$ cat config.mk
export PLATFORM = sky130hd
export DESIGN_NAME = cau_finish
export DESIGN_NICKNAME = d
export VERILOG_FILES = /design/src/sv/cau_pkg.sv /design/src/sv/cau_finish.sv
export SDC_FILE = /design/constraint.sdc
export NUM_CORES = 1
export LEC_CHECK = 0
export ABC_AREA = 1
export BUFFER_PORTS_ARGS = -buffer_cell sky130_fd_sc_hd__clkbuf_2
export CORE_AREA = 2 2 99 101
export DETAILED_ROUTE_END_ITERATION = 7
export DIE_AREA = 0 0 101 103
export GPL_ROUTABILITY_DRIVEN = 0
export PLACE_DENSITY = 0.77
export RECOVER_POWER = 50
export SLEW_MARGIN = 10
export SYNTH_ARGS = -nofsm -noshare
export SYNTH_HDL_FRONTEND = slang
export SYNTH_SLANG_ARGS = --single-unit
$ cat constraint.sdc
create_clock -name clk -period 0.95 [get_ports clk]
set_input_delay 0.095 -clock clk [delete_from_list [all_inputs] [get_ports clk]]
set_output_delay 0.095 -clock clk [all_outputs]
set_load 0.02 [all_outputs]
$ cat src/sv/cau_pkg.sv
// Package for the complex arithmetic unit: request types, codes and widths.
// Used by every module of the unit; it depends on nothing else.
`default_nettype none
package cau_pkg;

    // Number of fraction bits of the signed fixed-point operands.
    localparam int FRAC_BITS = 8;
    localparam int FRAC_MASK = (1 << FRAC_BITS) - 1;

    // Quotient bits kept by the divider cells; larger quotients saturate anyway.
    localparam int QUO_W     = 16;
    // Denominator is b_re^2 + b_im^2, which fits in 32 unsigned bits.
    localparam int DEN_W     = 32;
    // Partial remainder width: denominator shifted by all quotient bits.
    localparam int REM_W     = DEN_W + QUO_W;

    // Pipeline depth: three front stages, one cell per quotient bit, one output.
    localparam int FRONT_STG = 3;
    localparam int NSTG      = FRONT_STG + QUO_W + 1;

    typedef enum logic [2:0] {
        MODE_ADD = 3'd0,
        MODE_SUB = 3'd1,
        MODE_MUL = 3'd2,
        MODE_DIV = 3'd3,
        MODE_NEG = 3'd4,
        MODE_CMP = 3'd5
    } mode_t;

    typedef enum logic [1:0] {
        ST_OK  = 2'd0,
        ST_OVF = 2'd1,
        ST_DZ  = 2'd2
    } status_t;

    typedef struct packed {
        logic [2:0]         mode;
        logic signed [15:0] a_re;
        logic signed [15:0] a_im;
        logic signed [15:0] b_re;
        logic signed [15:0] b_im;
    } in_req_t;

    typedef struct packed {
        logic signed [15:0] res_re;
        logic signed [15:0] res_im;
        logic               equal;
        logic [1:0]         status;
    } out_req_t;

    // One quotient lane of the divider chain.
    typedef struct packed {
        logic             neg;
        logic             qovf;
        logic [REM_W-1:0] rem;
        logic [QUO_W-1:0] q;
    } lane_t;

    // Everything that travels down the cell chain with one request.
    typedef struct packed {
        lane_t              re;
        lane_t              im;
        logic [REM_W-1:0]   dsh;
        logic               is_div;
        logic               dz;
        logic signed [15:0] fix_re;
        logic signed [15:0] fix_im;
        logic               fix_ovf;
        logic               equal;
    } chain_t;

endpackage
`default_nettype wire

$ cat src/sv/cau_finish.sv
// Output stage: applies quotient sign and saturation, picks status, holds the result.
// Depends on cau_pkg.
`default_nettype none
module cau_finish
    import cau_pkg::*;
(
    input  wire logic   clk,
    input  wire logic   rst_n,
    input  wire logic   en,
    input  wire logic   vin,
    input  wire chain_t din,
    output logic        out_valid,
    output out_req_t    out_req
);

    logic               v_reg;
    out_req_t           r_reg;
    out_req_t           r_next;
    logic signed [15:0] q_re, q_im;
    logic               s_re, s_im;

    // Signed 16-bit value of a quotient lane and whether it saturated.
    function automatic logic [16:0] lane_val(input lane_t l);
        logic        sat;
        logic [15:0] v;
        if (l.neg)
        begin
            sat = l.qovf || (l.q > 16'd32768);
            v   = sat ? 16'h8000 : 16'(-l.q);
        end
        else
        begin
            sat = l.qovf || l.q[15];
            v   = sat ? 16'h7fff : l.q;
        end
        return {sat, v};
    endfunction

    always_comb
    begin
        {s_re, q_re} = lane_val(din.re);
        {s_im, q_im} = lane_val(din.im);
        r_next.equal = din.equal;
        if (din.is_div)
        begin
            if (din.dz)
            begin
                r_next.res_re = 16'sd0;
                r_next.res_im = 16'sd0;
                r_next.status = ST_DZ;
            end
            else
            begin
                r_next.res_re = q_re;
                r_next.res_im = q_im;
                r_next.status = (s_re || s_im) ? ST_OVF : ST_OK;
            end
        end
        else
        begin
            r_next.res_re = din.fix_re;
            r_next.res_im = din.fix_im;
            r_next.status = din.fix_ovf ? ST_OVF : ST_OK;
        end
    end

    always_ff @(posedge clk or negedge rst_n)
    begin
        if (!rst_n)
            v_reg <= 1'b0;
        else if (en)
            v_reg <= vin;
    end

    always_ff @(posedge clk)
    begin
        if (en)
            r_reg <= r_next;
    end

    assign out_valid = v_reg;
    assign out_req   = r_reg;

endmodule
`default_nettype wire

==> flow_summary.html <==
<table>
<tr><th>Metric</th><th>Value</th></tr>
<tr><th colspan="2">STA</th></tr>
<tr><td>Hold Fails Final Rpt</td><td>0</td></tr>
<tr><td>Unrepaired setup endpoints after global routing</td><td>yes</td></tr>
<tr><td>Final worst-path cycle share</td><td>1.15</td></tr>
<tr><td>Slew of the pin with the lowest slew margin</td><td>0.423 ns</td></tr>
<tr><td>Total count of max-transition violations in the final report</td><td>0</td></tr>
<tr><td>Fin crit period</td><td>~1.1 ns</td></tr>
<tr><td>Maximum clock skew at final layout</td><td>0 ns</td></tr>
<tr><td>Setup TNS after final layout</td><td>-2.52 ns</td></tr>
<tr><td>FMAX</td><td>between 900 and 1000 MHz</td></tr>
<tr><td>Max_slew headroom</td><td>0.718</td></tr>
<tr><td>Final setup violation count</td><td>39</td></tr>
<tr><td>PnR worst setup slack</td><td>-0.145 ns</td></tr>
<tr><th colspan="2">Logic synthesis</th></tr>
<tr><td>Area share of xor/xnor cells in the synthesized design</td><td>0.00655</td></tr>
<tr><td>Post-synthesis net count</td><td>approximately 600</td></tr>
<tr><td>Number of warning messages in the yosys log</td><td>0</td></tr>
<tr><td>Share of synthesized area occupied by flip-flops and latches</td><td>0.402</td></tr>
<tr><td>Fraction of synthesized area in multiplexers</td><td>0.00421</td></tr>
<tr><td>Cells after synthesis</td><td>380</td></tr>
<tr><td>Cell area after technology mapping</td><td>between 2000 and 3000 sq um</td></tr>
<tr><td>Synth Register Bits</td><td>36</td></tr>
<tr><td>Count of distinct cell types in the synthesized netlist</td><td>33</td></tr>
<tr><td>Main combinational cell family by area after synthesis</td><td>simple AND/OR/NAND/NOR gates</td></tr>
<tr><td>Post-synthesis share of cell area spent on and, or, nand and nor gates</td><td>0.398</td></tr>
<tr><td>Adder-Cell Fraction of Synth Area</td><td>0.00935</td></tr>
<tr><td>Avg Inst Size Synth</td><td>7.04 sq um</td></tr>
<tr><td>Complex-gate fraction of the synthesized area</td><td>0.0996</td></tr>
<tr><th colspan="2">Min path</th></tr>
<tr><td>Path category of the worst min-delay check</td><td>primary input to flip-flop</td></tr>
<tr><th colspan="2">Power and ir drop</th></tr>
<tr><td>Switch Pwr</td><td>around 0.0016 W</td></tr>
<tr><td>Clock network power share</td><td>0.284</td></tr>
<tr><td>Sw Share</td><td>0.310</td></tr>
<tr><td>Power per unit of standard cell area</td><td>1070 nW/um^2</td></tr>
<tr><td>Logic gate share of total power</td><td>0.337</td></tr>
<tr><td>Overall power consumption</td><td>~0.0053 W</td></tr>
<tr><td>Internal</td><td>0.00364 W</td></tr>
<tr><td>Peak supply drop</td><td>467 uV</td></tr>
<tr><td>Share of total power in sequential cells</td><td>0.379</td></tr>
<tr><td>Leakage power total</td><td>about 2.3 nW</td></tr>
<tr><th colspan="2">Clocking</th></tr>
<tr><td>Sinks on the clock net</td><td>36</td></tr>
<tr><td>Worst-case clock buffer depth</td><td>2</td></tr>
<tr><td>Maximum level of the CTS H-tree</td><td>2</td></tr>
<tr><td>CTS tree</td><td>built</td></tr>
<tr><td>Worst-skew pair later-pin latency</td><td>~0.3 ns</td></tr>
<tr><td>Reg clk slew, reported paths</td><td>0.08 ns</td></tr>
<tr><td>Clock tree root driver cell</td><td>clkbuf_8</td></tr>
<tr><td>Total CTS buffers</td><td>5</td></tr>
<tr><th colspan="2">Die</th></tr>
<tr><td>Area of the die</td><td>10400 sq um</td></tr>
<tr><td>Die Height</td><td>103 um</td></tr>
<tr><td>Row Count</td><td>36</td></tr>
<tr><td>Core area</td><td>9460 sq um</td></tr>
<tr><td>Number of placed I/O pins</td><td>256</td></tr>
<tr><td>Effective utilization at floorplan</td><td>0.283</td></tr>
<tr><td>DIE WIDTH</td><td>101 um</td></tr>
<tr><th colspan="2">Drt</th></tr>
<tr><td>Avg Vias per Cell</td><td>a little under 5</td></tr>
<tr><td>Detailed Route Iter0 Violations</td><td>255</td></tr>
<tr><td>Wire length reported by the detailed router</td><td>11000 um</td></tr>
<tr><td>Pre-Repair DR Iteration Count</td><td>6</td></tr>
<tr><td>Remaining design rule violation count</td><td>0</td></tr>
<tr><td>Wire length per cell</td><td>15.9 um</td></tr>
<tr><td>Number of nets with antenna violations after routing</td><td>0</td></tr>
<tr><td>Via count of the routed design</td><td>3411</td></tr>
<tr><th colspan="2">Placed design</th></tr>
<tr><td>Buffers on Ports</td><td>111</td></tr>
<tr><td>Placed Instance Area</td><td>4030 sq um</td></tr>
<tr><td>Placed wire-length estimate</td><td>between 8000 and 9000 um</td></tr>
<tr><th colspan="2">Critical path</th></tr>
<tr><td>CP required</td><td>1.01 ns</td></tr>
<tr><td>Setup slack, reg-to-reg</td><td>0.19 ns</td></tr>
<tr><td>Arrival time at the worst endpoint</td><td>around 1.2 ns</td></tr>
<tr><td>Crit start category</td><td>primary input</td></tr>
<tr><td>Maximum fanout along the worst path</td><td>3</td></tr>
<tr><td>CP Class</td><td>primary input to flip-flop</td></tr>
<tr><td>Nature of the critical path endpoint</td><td>flip-flop</td></tr>
<tr><th colspan="2">Outcome</th></tr>
<tr><td>Run status</td><td>finished, violations left</td></tr>
<tr><td>Violated checks</td><td>negative setup slack</td></tr>
<tr><th colspan="2">Final layout</th></tr>
<tr><td>Number of nets in the layout</td><td>approximately 800</td></tr>
<tr><td>Layout overhead on the synthesized area</td><td>84.5%</td></tr>
<tr><td>Antenna cells</td><td>0</td></tr>
<tr><td>Share of layout cells above drive strength 1</td><td>0.558</td></tr>
<tr><td>Post-Layout Inst Area</td><td>4940 sq um</td></tr>
<tr><td>Utilization after layout</td><td>0.522</td></tr>
<tr><th colspan="2">Global routing</th></tr>
<tr><td>Maximum number of pins on one net before global-route repair</td><td>33</td></tr>
<tr><td>First-pass GRT wire length</td><td>15500 um</td></tr>
<tr><td>Total global-route track usage</td><td>0.193</td></tr>
<tr><td>Number of antenna violations at the first check in global routing</td><td>0</td></tr>
<tr><td>Via count of the first global-routing pass</td><td>3115</td></tr>
<tr><td>GR Overflow Total</td><td>0</td></tr>
<tr><th colspan="2">Run</th></tr>
<tr><td>Count of max-cap constraint violations</td><td>0</td></tr>
</table>
[worst max-delay path, cell delays in order]
cell      delay (ns)
clkbuf_2        0.12
nor2_1          0.20
nand3_1         0.20
nor2_4          0.19
xor2_1          0.17
nand2_1         0.07
nand3_1         0.06
nand2_1         0.05
[per-stage QoR]
| stage | hold slack [ns] | worst slack, ns | instances |
|---|---|---|---|
| floorplan | -0.201 | -0.249 | 380 |
| global placement | -0.130 | -0.525 | 671 |
| detailed placement | -0.130 | -0.578 | 671 |
| CTS | 0.0112 | -0.108 | 685 |
| global route | 0.0137 | -0.157 | 691 |
| finish | 0.0230 | -0.145 | 691 |
[synth_stat cells]
library cell    n  area share
nand2_1       119        0.17
nand3_1        54        0.10
inv_1          39       0.055
nor2_1         36       0.050
edfxtp_1       35        0.39
o21ai_0        26       0.049
a21oi_1        11       0.021
nor2_2         11       0.026
inv_2           5      0.0070
nand4_1         4      0.0093
o21ai_1         4      0.0075
a31oi_1         3      0.0070
buf_2           3      0.0056
clkbuf_1        3      0.0042
nand3_2         3       0.011
ha_1            2      0.0093
nand2_2         2      0.0047
nor3_1          2      0.0037
o21bai_1        2      0.0056
o22ai_1         2      0.0047
xor2_1          2      0.0065
buf_4           1      0.0028
buf_6           1      0.0042
clkinv_2        1      0.0019
dfrtp_1         1      0.0093
mux2_2          1      0.0042
nand2_4         1      0.0042
nand3_4         1      0.0065
nor2_4          1      0.0042
nor2_8          1      0.0075
o21a_1          1      0.0028
o31ai_1         1      0.0028
or2_2           1      0.0023
[path summary, 6_finish.rpt]
check / end / startpoint / cells after the start
min in group asynchronous: out_valid / rst_n / 2
worst max register to register: out_valid / out_valid / 1
worst min-delay path: out_valid / vin / 2
worst min register to register: out_valid / out_valid / 1
max in group asynchronous: out_valid / rst_n / 2
worst max-delay path: out_req[29] / din[157] / 8
[flip-flops by register name (all words and copies together), names as in the netlist]
name,count
out_valid,1
out_req,35
[cells by family after synthesis]
| logic type | count (synthesis) |
|---|---|
| adders and majority gates | 2 |
| buffers and inverters | 53 |
| and+or+nand+nor | 236 |
| AOI/OAI and AO/OA | 50 |
| DFF | 36 |
| xor gates and xnor gates | 2 |
| muxes | 1 |
[layout by cell type (no fill, tap or decap), types with 7 or more instances in the layout]
master	synthesis	routed
nand2_1	119	103
buf_4	1	80
clkbuf_2	0	66
edfxtp_1	35	35
buf_6	1	33
nand3_2	3	27
inv_1	39	24
nand3_1	54	23
nor2_4	1	19
nor2_1	36	18
inv_2	5	15
o21ai_0	26	15
nand2_2	2	13
nor2_2	11	11
a21oi_1	11	10
nand3_4	1	9
clkbuf_8	0	9
o21ai_1	4	7
o21ai_2	0	7
[repair_timing]
action / 4_1_cts / 5_1_grt
pin swaps: 19 / 39
gates resized for setup: 40 / 190
endpoints found under the hold margin: 2 / 0
setup buffers: 3 / 6
hold buffers: 2 / 0
cloned: 1 / 0
endpoints found under the setup margin: 49 / 62
[routing by layer]
metal	vias to the layer above	track usage	part of all wire
met5	-	0	0
met4	0	0.0624	0.025
met3	36	0.0400	0.080
met2	190	0.281	0.45
met1	1525	0.286	0.44
li1	1660	-	-
[cell type report]
type,count,area [sq um]
fillers,837,4520
multi-input cells,292,1920
repair buffers,196,1460
flip-flops and latches,36,1080
inverters,45,215
well taps,114,143
clock buffers,7,96.3
clock inverters,1,30.0
[power groups by stage]
stage	clock network [W]	logic, W	registers (W)
6_report	0.00150	0.00177	0.00200
5_1_grt	0.00160	0.00189	0.00201
4_1_cts	0.00153	0.00147	0.00198
3_5_place_dp	0	0.00138	0.00201
3_3_place_gp	0	0.00135	0.00201
2_1_floorplan	0	0.000462	0.00218
No activity file was read; power rests on OpenSTA's default activity.
