### config.mk
export PLATFORM = sky130hd
export DESIGN_NAME = cau_div_cell
export DESIGN_NICKNAME = d
export VERILOG_FILES = /design/src/sv/cau_pkg.sv /design/src/sv/cau_div_cell.sv
export SDC_FILE = /design/constraint.sdc
export NUM_CORES = 1
export LEC_CHECK = 0
export ABC_AREA = 0
export BUFFER_PORTS_ARGS = -buffer_cell sky130_fd_sc_hd__buf_2
export CORE_AREA = 2 2 169 171
export CTS_CLUSTER_DIAMETER = 150
export DETAILED_ROUTE_END_ITERATION = 16
export DIE_AREA = 0 0 171 173
export PLACE_DENSITY_LB_ADDON = 0.12
export REMOVE_ABC_BUFFERS = 1
export SETUP_SLACK_MARGIN = 0.15
export SLEW_MARGIN = 20
export SYNTH_ARGS = -nofsm -noshare
export SYNTH_HDL_FRONTEND = slang
export SYNTH_SLANG_ARGS = --single-unit
### constraint.sdc
create_clock -name clk -period 0.99 [get_ports clk]
set_input_delay 0.1485 -clock clk [delete_from_list [all_inputs] [get_ports clk]]
set_output_delay 0.1485 -clock clk [all_outputs]
set_load 0.1 [all_outputs]
### src/sv/cau_pkg.sv
// Package for the complex arithmetic unit: request types, codes and widths.
// Used by every module of the unit; it depends on nothing else.
`default_nettype none
package cau_pkg;

    // Number of fraction bits of the signed fixed-point operands.
    localparam int FRAC_BITS = 8;
    localparam int FRAC_MASK = (1 << FRAC_BITS) - 1;

    // Quotient bits kept by the divider cells; larger quotients saturate anyway.
    localparam int QUO_W     = 16;
    // Denominator is b_re^2 + b_im^2, which fits in 32 unsigned bits.
    localparam int DEN_W     = 32;
    // Partial remainder width: denominator shifted by all quotient bits.
    localparam int REM_W     = DEN_W + QUO_W;

    // Pipeline depth: three front stages, one cell per quotient bit, one output.
    localparam int FRONT_STG = 3;
    localparam int NSTG      = FRONT_STG + QUO_W + 1;

    typedef enum logic [2:0] {
        MODE_ADD = 3'd0,
        MODE_SUB = 3'd1,
        MODE_MUL = 3'd2,
        MODE_DIV = 3'd3,
        MODE_NEG = 3'd4,
        MODE_CMP = 3'd5
    } mode_t;

    typedef enum logic [1:0] {
        ST_OK  = 2'd0,
        ST_OVF = 2'd1,
        ST_DZ  = 2'd2
    } status_t;

    typedef struct packed {
        logic [2:0]         mode;
        logic signed [15:0] a_re;
        logic signed [15:0] a_im;
        logic signed [15:0] b_re;
        logic signed [15:0] b_im;
    } in_req_t;

    typedef struct packed {
        logic signed [15:0] res_re;
        logic signed [15:0] res_im;
        logic               equal;
        logic [1:0]         status;
    } out_req_t;

    // One quotient lane of the divider chain.
    typedef struct packed {
        logic             neg;
        logic             qovf;
        logic [REM_W-1:0] rem;
        logic [QUO_W-1:0] q;
    } lane_t;

    // Everything that travels down the cell chain with one request.
    typedef struct packed {
        lane_t              re;
        lane_t              im;
        logic [REM_W-1:0]   dsh;
        logic               is_div;
        logic               dz;
        logic signed [15:0] fix_re;
        logic signed [15:0] fix_im;
        logic               fix_ovf;
        logic               equal;
    } chain_t;

endpackage
`default_nettype wire

### src/sv/cau_div_cell.sv
// One cell of the divider chain: settles one quotient bit for both lanes.
// Depends on cau_pkg.
`default_nettype none
module cau_div_cell
    import cau_pkg::*;
(
    input  wire logic   clk,
    input  wire logic   rst_n,
    input  wire logic   en,
    input  wire logic   vin,
    input  wire chain_t din,
    output logic        vout,
    output chain_t      dout
);

    logic   v_reg;
    chain_t d_reg;
    chain_t d_next;
    logic   ge_re, ge_im;

    always_comb
    begin
        d_next = din;
        ge_re  = (din.re.rem >= din.dsh);
        ge_im  = (din.im.rem >= din.dsh);
        d_next.re.rem = ge_re ? din.re.rem - din.dsh : din.re.rem;
        d_next.im.rem = ge_im ? din.im.rem - din.dsh : din.im.rem;
        d_next.re.q   = {din.re.q[QUO_W-2:0], ge_re};
        d_next.im.q   = {din.im.q[QUO_W-2:0], ge_im};
        d_next.dsh    = din.dsh >> 1;
    end

    always_ff @(posedge clk or negedge rst_n)
    begin
        if (!rst_n)
            v_reg <= 1'b0;
        else if (en)
            v_reg <= vin;
    end

    always_ff @(posedge clk)
    begin
        if (en)
            d_reg <= d_next;
    end

    assign vout = v_reg;
    assign dout = d_reg;

endmodule
`default_nettype wire

==> flow_summary.json, run 1 <==
{
  "ys_ff_latch": 216,
  "worst_endpoint_kind": "register input",
  "row_count": 61,
  "clock_sinks": 216,
  "htreeDepth": 1,
  "grt_repair_worst_endpoint": "dout[104]$_DFFE_PP_/D",
  "synth-seq-area-share_pct": 48.5,
  "synth-async-reset-ratio_pct": 0.463,
  "die_x_um": 171,
  "dp.cells": 2442,
  "routabilityCongestion": 0.928,
  "error_line": "[ERROR DPL-0038] Utilization greater than 100%, impossible to legalize",
  "ios": 437,
  "port_buffers": 433,
  "ys_types": 68,
  "start_util_pct": 48.4,
  "yosysWarnings": 0,
  "cts-root-buf": "clkbuf_16",
  "cts_buffer_depth": 3,
  "placed_cell_area_sq_um": 22500,
  "synth-main-ff-cell": "edfxtp_1",
  "synth_edf_count": 215,
  "syn-instance-count": 1253,
  "die_h_um": 173,
  "synth_area_sq_um": 13400,
  "grt_max_degree": 26,
  "failing_step": "global routing (5_1_grt)",
  "numCtsBuffers": 25,
  "status": "stopped before the end",
  "syn-mean-instance-area_sq_um": 10.7,
  "dp_hpwl_um": 43600
}
-- Yosys cell counts, types with 3 or more instances --
master    number  area [sq um]
nand3_1       35           175
nand2_1      123           462
o41ai_1        3          26.3
o21a_1        10          75.1
nand4_1       27           169
xnor2_1       51           447
a211oi_1       7          52.6
mux2i_1        3          30.0
a21o_1        63           473
a311oi_1       6          52.6
clkbuf_1      47           176
and3_1         4          25.0
o21bai_1      20           150
o211ai_1       5          37.5
inv_1         70           263
xor2_1        33           289
ha_1          96          1200
nor2b_1        9          56.3
a21oi_1      105           526
mux2_4         7           105
a21boi_0       3          22.5
and2_1         8          50.1
nor3_1        22           110
mux2_2        41           462
buf_1          3          11.3
nand2b_1       9          56.3
nor2_1        43           161
o31a_1         5          43.8
a31oi_1       11          68.8
a221oi_1       7          61.3
nor4_1         7          43.8
o31ai_1       10          75.1
o21ai_0       84           420
o21ai_1        6          30.0
buf_2          3          15.0
and4_1         6          52.6
a41oi_1        3          26.3
edfxtp_1     215          6460
or3_1          3          18.8
-- cells by family after synthesis --
logic type               count (synthesis)  synth area share [%]
AO/OA/AOI/OAI                          368                  17.5
flip-flops                             216                  48.5
XOR/XNOR                                84                  5.50
multiplexers                            51                  4.46
AND/OR/NAND/NOR                        309                  11.1
adder cells (fa/ha/maj)                 98                  9.28
buffers and inverters                  126                  3.71
other                                    1                0.0280
-- per-stage QoR --
stage / TNS (ns) / worst slack, ns / utilization [%] / hold WS [ns]
floorplan: -355.81 / -4.53 / - / -0.147
global placement: -219.42 / -2.40 / 81.3 / -0.0676
detailed placement: -228.57 / -2.51 / 81.3 / -0.0669
CTS: -217.33 / -1.65 / 96.1 / 0.00150
-- timing repair --
| action | CTS |
|---|---|
| resized for setup | 216 |
| setup buffers | 44 |
| cloned | 8 |
| setup endpoints to repair | 314 |
| pin swaps | 66 |
| endpoints found under the hold margin | 201 |
| hold buffers | 202 |
==> inputs of run 2 (changes only) <==
Settings changed: CORE_AREA 2 2 169 171 to 2 2 186 188, CTS_CLUSTER_DIAMETER 150 to default, DIE_AREA 0 0 171 173 to 0 0 188 190, PLACE_DENSITY_LB_ADDON 0.12 to 0.15, SETUP_SLACK_MARGIN 0.15 to default.
==> flow_summary.json, run 2 <==
{
  "drc": 0,
  "tightest_slew_ns": 0.572,
  "design_area_sq_um": 27300,
  "ys_types": 68,
  "row_count": 68,
  "port_buffers": 433,
  "synth_edf_count": 215,
  "layout_commonest_cell": "buf_4",
  "start_util_pct": 39.4,
  "yosysWarnings": 0,
  "pre_cts_slack_ns": -2.47,
  "synth_top_area_cell": "edfxtp_1",
  "rr_startpoint": "vout",
  "hold_viol_final": 0,
  "cts_buffer_depth": 3,
  "cp-start-kind": "input port",
  "pwr-share-clk_pct": 21.3,
  "drtIter0Drc": 876,
  "cp_slowest_stage_delay_ns": 0.37,
  "synth-seq-area-share_pct": 48.5,
  "numCtsBuffers": 26,
  "regArea_sq_um": 6480,
  "synth_top_area_share_pct": 48.3,
  "dp_hpwl_um": 40700,
  "utilization_pct": 80.4,
  "synth-main-ff-cell": "edfxtp_1",
  "synth_top_cells_by_area": "edfxtp_1, ha_1, a21oi_1",
  "critical_path_required_ns": 1.29,
  "track_usage_pct": 30.3,
  "synthTopCellsByCount": "edfxtp_1, nand2_1, a21oi_1",
  "post_synth_and_or_nand_nor_area_fraction_pct": 11.1,
  "hp-start": "din[145]",
  "grt_pass1_vias": 15100,
  "r2r_cells": 1,
  "p_leak_nw": 12.3,
  "r2r_setup_slack_ns": 0.19,
  "design.core.area_sq_um": 33900,
  "rsz0062_at_grt": "true",
  "syn-instance-count": 1253,
  "hp-class": "input port to flop",
  "htreeDepth": 1,
  "worst_clock_skew_ns": 0,
  "grt_pass1_wl_um": 84300,
  "multi_input_area_sq_um": 7480,
  "powerDensity_nw_per_um2": 1570,
  "synth_mux_area_share_pct": 4.46,
  "die_x_um": 188,
  "dp.cells": 2539,
  "internal_power_mw": 25.7,
  "synth-async-reset-ratio_pct": 0.463,
  "antenna_found_initial": 8,
  "yosysMostFrequentCell": "edfxtp_1",
  "grt_max_degree": 22,
  "crit_start": "din[100]",
  "largest_reg_flops": 215,
  "drt_wl_total_um": 58400,
  "die-area_sq_um": 35700,
  "routabilityCongestion": 0.950,
  "clock_latency_ns": 0.55,
  "finalCritPeriodShare_pct": 270,
  "cts-root-buf": "clkbuf_16",
  "holdWs_ns": 0.0268,
  "clkTransAtPathRegs_ns": 0.07,
  "final_antenna_net_count": 0,
  "maxCapViolations": 0,
  "synth-compound-area-share_pct": 17.5,
  "cpMaxStageDelayCell": "a221o_1",
  "whs_path_depth": 3,
  "p_sw_mw": 17.3,
  "ys_ff_latch": 216,
  "synth_top_family_by_area": "compound AO/OA/AOI/OAI gates",
  "crit_chain": "buf_6, inv_4, ha_4, fa_2, nand2b_4, nand2_2, a221o_1, o211ai_4, a31oi_4, o21ai_2, a21oi_2, or2_1, a41o_4, clkbuf_16, mux2_2",
  "grt-ovfl-total": 0,
  "syn-mean-instance-area_sq_um": 10.7,
  "die_h_um": 190,
  "placed_cell_area_sq_um": 22700,
  "violations": "setup timing",
  "p_comb_share_pct": 50.3,
  "synthAdderAreaFrac_pct": 9.28,
  "drv_slew": 0,
  "final_cell_mix": "buf_4, buf_12, edfxtp_1, buf_2, dlygate4sd3_1",
  "clock_sinks": 216,
  "n_fill_cell": 1957,
  "fin_crit_ns": 2.67,
  "ios": 437,
  "final_layout_size_suffix_gt1_share_pct": 49.3,
  "worstSetupPathType": "input port to flop",
  "crit_fanout": 8,
  "drt_first_pass_iters": 5,
  "pwr-share-seq_pct": 28.4,
  "max_freq_mhz": 374,
  "r2r_end": "vout",
  "ir_worst_vdd_uv": 1530,
  "setup_viol": 314,
  "finalNonFillerCells": 2830,
  "fin_nets": 2671,
  "synth_area_sq_um": 13400,
  "swShare_pct": 40.3,
  "end_kind": "flop",
  "yosys.area_share.xor_xnor_pct": 5.50,
  "setup_slack_ns": -1.68,
  "wire_per_inst_um": 20.6,
  "tns_ns": -213.60,
  "power.total_mw": 43.0,
  "area_growth_pct": 104,
  "viasPerCell": 5.21,
  "vias": 14800,
  "timing.slew.headroom_pct": 61.5,
  "holdPathEnd": "dout[145]",
  "cp_data_arrival_time_ns": 2.97,
  "cts_tree": "yes",
  "status": "complete, but fails checks"
}
-- run 2: cell counts after synthesis --
Identical to the previous run, type by type.
-- run 2: worst max-delay path: cells and delay by family --
family	cells	cell delay (ns)
AOI/OAI and AO/OA	6	1.36
adders and majority gates	2	0.35
buffers and inverters	3	0.37
muxes	1	0.28
and+or+nand+nor	3	0.43
-- run 2: kinds of logic after synthesis --
logic type,Yosys count
mux,51
other cells,1
flops,216
compound gates,368
simple gates,309
fa+ha+maj,98
xor+xnor,84
buf+inv,126
-- run 2: how the worst max path moves through the flow --
stage,to,slack [ns]
floorplan,dout[212],-4.53
global placement,dout[213],-2.43
detailed placement,dout[213],-2.47
CTS,dout[106],-1.60
global route,dout[126],-1.75
finish,dout[126],-1.68
-- run 2: repair_timing --
item / in CTS / in global routing
hold endpoints to repair: 212 / 1
pin swaps: 29 / 76
setup endpoints to repair: 314 / 343
hold buffers: 206 / 1
setup buffers: 12 / 19
resized for setup: 96 / 200
gates cloned: 4 / 5
-- run 2: cell type report --
type,instances,area share (%)
diodes,7,0.0642
clock inverters,12,0.298
flip-flops and latches,216,23.7
inverters,70,1.03
well taps,455,2.09
clock buffers,31,2.53
multi-input cells,911,27.4
repair buffers,1128,42.9
-- run 2: power by group through the flow --
stage	clock, mW	combinational, mW	sequential (mW)
finish	9.14	21.6	12.2
global route	9.56	22.5	12.3
CTS	9.20	20.5	12.2
detailed placement	0	19.1	12.4
global placement	0	18.9	12.3
floorplan	0	3.99	18.8
-- run 2: per-layer routing --
layer  track usage (%)  routed length, um  vias to the layer above
met5                 0                 27                        -
met4              10.3               1800                        4
met3              4.91               3760                      117
met2              54.3              29900                      593
met1              36.9              22800                     7132
li1                  -                  -                     6909
(Power assumes the default switching activity.)
==> inputs of run 3 (changes only) <==
Settings changed: BUFFER_PORTS_ARGS -buffer_cell sky130_fd_sc_hd__buf_2 to default, DONT_BUFFER_PORTS from default to 1.
==> flow_summary.json, run 3 (synthesis results as in run 2) <==
{
  "cts-root-buf": "clkbuf_16",
  "crit_fanout": 19,
  "fin_crit_ns": 2.50,
  "status": "complete, but fails checks",
  "swShare_pct": 39.8,
  "rr_startpoint": "vout",
  "cts_buffer_depth": 3,
  "die-area_sq_um": 35700,
  "crit_chain": "clkinv_16, ha_4, fa_2, nand2b_4, nand2_4, a221o_1, o211ai_4, a31oi_4, o21ai_2, a21oi_2, or2_1, a41o_4, buf_12, mux2_2",
  "cp_data_arrival_time_ns": 2.80,
  "grt_max_degree": 217,
  "largest_reg_flops": 215,
  "worstSetupPathType": "input port to flop",
  "rsz0062_at_grt": "true",
  "clock_latency_ns": 0.55,
  "drt_first_pass_iters": 5,
  "powerDensity_nw_per_um2": 1650,
  "pwr-share-clk_pct": 22.5,
  "multi_input_area_sq_um": 7580,
  "cts_tree": "yes",
  "diodes": 0,
  "clkTransAtPathRegs_ns": 0.06,
  "routabilityCongestion": 0.912,
  "layout_commonest_cell": "buf_4",
  "grt_pass1_vias": 14200,
  "p_comb_share_pct": 48.9,
  "htreeDepth": 1,
  "hp-class": "input port to flop",
  "tightest_slew_ns": 0.551,
  "numCtsBuffers": 26,
  "worst_clock_skew_ns": 0,
  "start_util_pct": 39.4,
  "maxCapViolations": 0,
  "setup_slack_ns": -1.51,
  "cp_slowest_stage_delay_ns": 0.38,
  "violations": "hold timing, setup timing",
  "crit_start": "din[100]",
  "viasPerCell": 5.31,
  "final_layout_size_suffix_gt1_share_pct": 43.9,
  "hold_viol_final": 191,
  "end_kind": "flop",
  "grt-ovfl-total": 0,
  "regArea_sq_um": 6480,
  "fin_nets": 2417,
  "row_count": 68,
  "timing.slew.headroom_pct": 63.0,
  "clock_sinks": 216,
  "dp.cells": 2269,
  "p_leak_nw": 11.2,
  "port_buffers": 0,
  "die_x_um": 188,
  "final_cell_mix": "buf_4, buf_12, edfxtp_1, dlygate4sd3_1, nand2_1",
  "max_freq_mhz": 400,
  "wire_per_inst_um": 21.9,
  "final_antenna_net_count": 0,
  "hp-start": "en",
  "holdWs_ns": -0.281,
  "finalCritPeriodShare_pct": 253,
  "grt_pass1_wl_um": 82800,
  "critical_path_required_ns": 1.29,
  "antenna_found_initial": 0,
  "dp_hpwl_um": 38300,
  "p_sw_mw": 17.0,
  "design.core.area_sq_um": 33900,
  "drtIter0Drc": 944,
  "vias": 13700,
  "pre_cts_slack_ns": -2.38,
  "track_usage_pct": 30.1,
  "finalNonFillerCells": 2573,
  "drt_wl_total_um": 56300,
  "die_h_um": 190,
  "drv_slew": 0,
  "drc": 0,
  "n_fill_cell": 2106,
  "cp-start-kind": "input port",
  "ios": 437,
  "cpMaxStageDelayCell": "a221o_1",
  "setup_viol": 314,
  "ir_worst_vdd_uv": 1700,
  "pwr-share-seq_pct": 28.5,
  "area_growth_pct": 94.1,
  "internal_power_mw": 25.8
}
==> run 3: cell count changes in the layout (fill, tap and decap cells not counted), sizes merged, moves of 4 or more <==
cell         delta
buf           -258
dlygate4sd3     +8
diode           -7
clkbuf          -6
clkinv          +4
clkinvlp        +4
inv             -4
==> run 3: area by class of cell <==
class | instances | area share (%)
Tap cell | 455 | 2.19
Multi-Input combinational cell | 911 | 29.2
Timing Repair Buffer | 874 | 39.2
Inverter | 70 | 1.18
Clock inverter | 18 | 0.694
Sequential cell | 216 | 25.0
Clock buffer | 29 | 2.55
==> run 3: worst max-delay path, delay by kind of cell <==
kind,cells,cell delay [ns]
compound gates,6,1.36
buf+inv,2,0.21
simple gates,3,0.44
mux,1,0.29
fa+ha+maj,2,0.34
==> run 3: power by group through the flow <==
stage               sequential [mW]  combinational, mW  clock (mW)
floorplan                      18.8               3.99           0
global placement               12.3               18.0           0
detailed placement             12.4               18.1           0
CTS                            12.2               20.2        9.75
global route                   12.3               21.7        10.1
finish                         12.2               20.9        9.64
==> run 3: layer usage <==
metal / global-route usage, % / vias up / routed length, um
met5: 0 / - / 0
met4: 9.21 / 0 / 1850
met3: 6.20 / 122 / 3960
met2: 52.8 / 561 / 27800
met1: 37.3 / 6581 / 22700
li1: - / 6389 / -
==> run 3: repair_timing <==
item,4_1_cts,5_1_grt
cloned,7,0
hold endpoints to repair,430,218
endpoints found under the setup margin,314,314
hold buffers,214,1
resized for setup,208,127
pin swaps,70,79
setup buffers,31,21
==> run 3: worst paths after layout <==
check / slack [ns] / cells past startpoint / end
min: -0.28 / 0 / dout[10]
max in group asynchronous: 0.52 / 2 / vout
max: -1.51 / 14 / dout[107]
max reg2reg: 0.17 / 1 / vout
min in group asynchronous: 0.36 / 2 / vout
min reg2reg: 0.62 / 1 / vout
==> run 3: stage by stage <==
stage | TNS [ns] | area (sq um) | hold WS, ns | utilization (%) | total power [mW]
4_1_cts | -215.03 | 25300 | -0.319 | 74.6 | 42.2
2_1_floorplan | -355.81 | 13100 | -0.147 | - | 22.7
3_5_place_dp | -213.92 | 21100 | -0.147 | 62.1 | 30.5
3_3_place_gp | -209.56 | 21100 | -0.147 | 62.1 | 30.3
5_1_grt | -218.85 | 26000 | -0.319 | 76.5 | 44.2
6_report | -206.94 | 26000 | -0.281 | 76.5 | 42.8
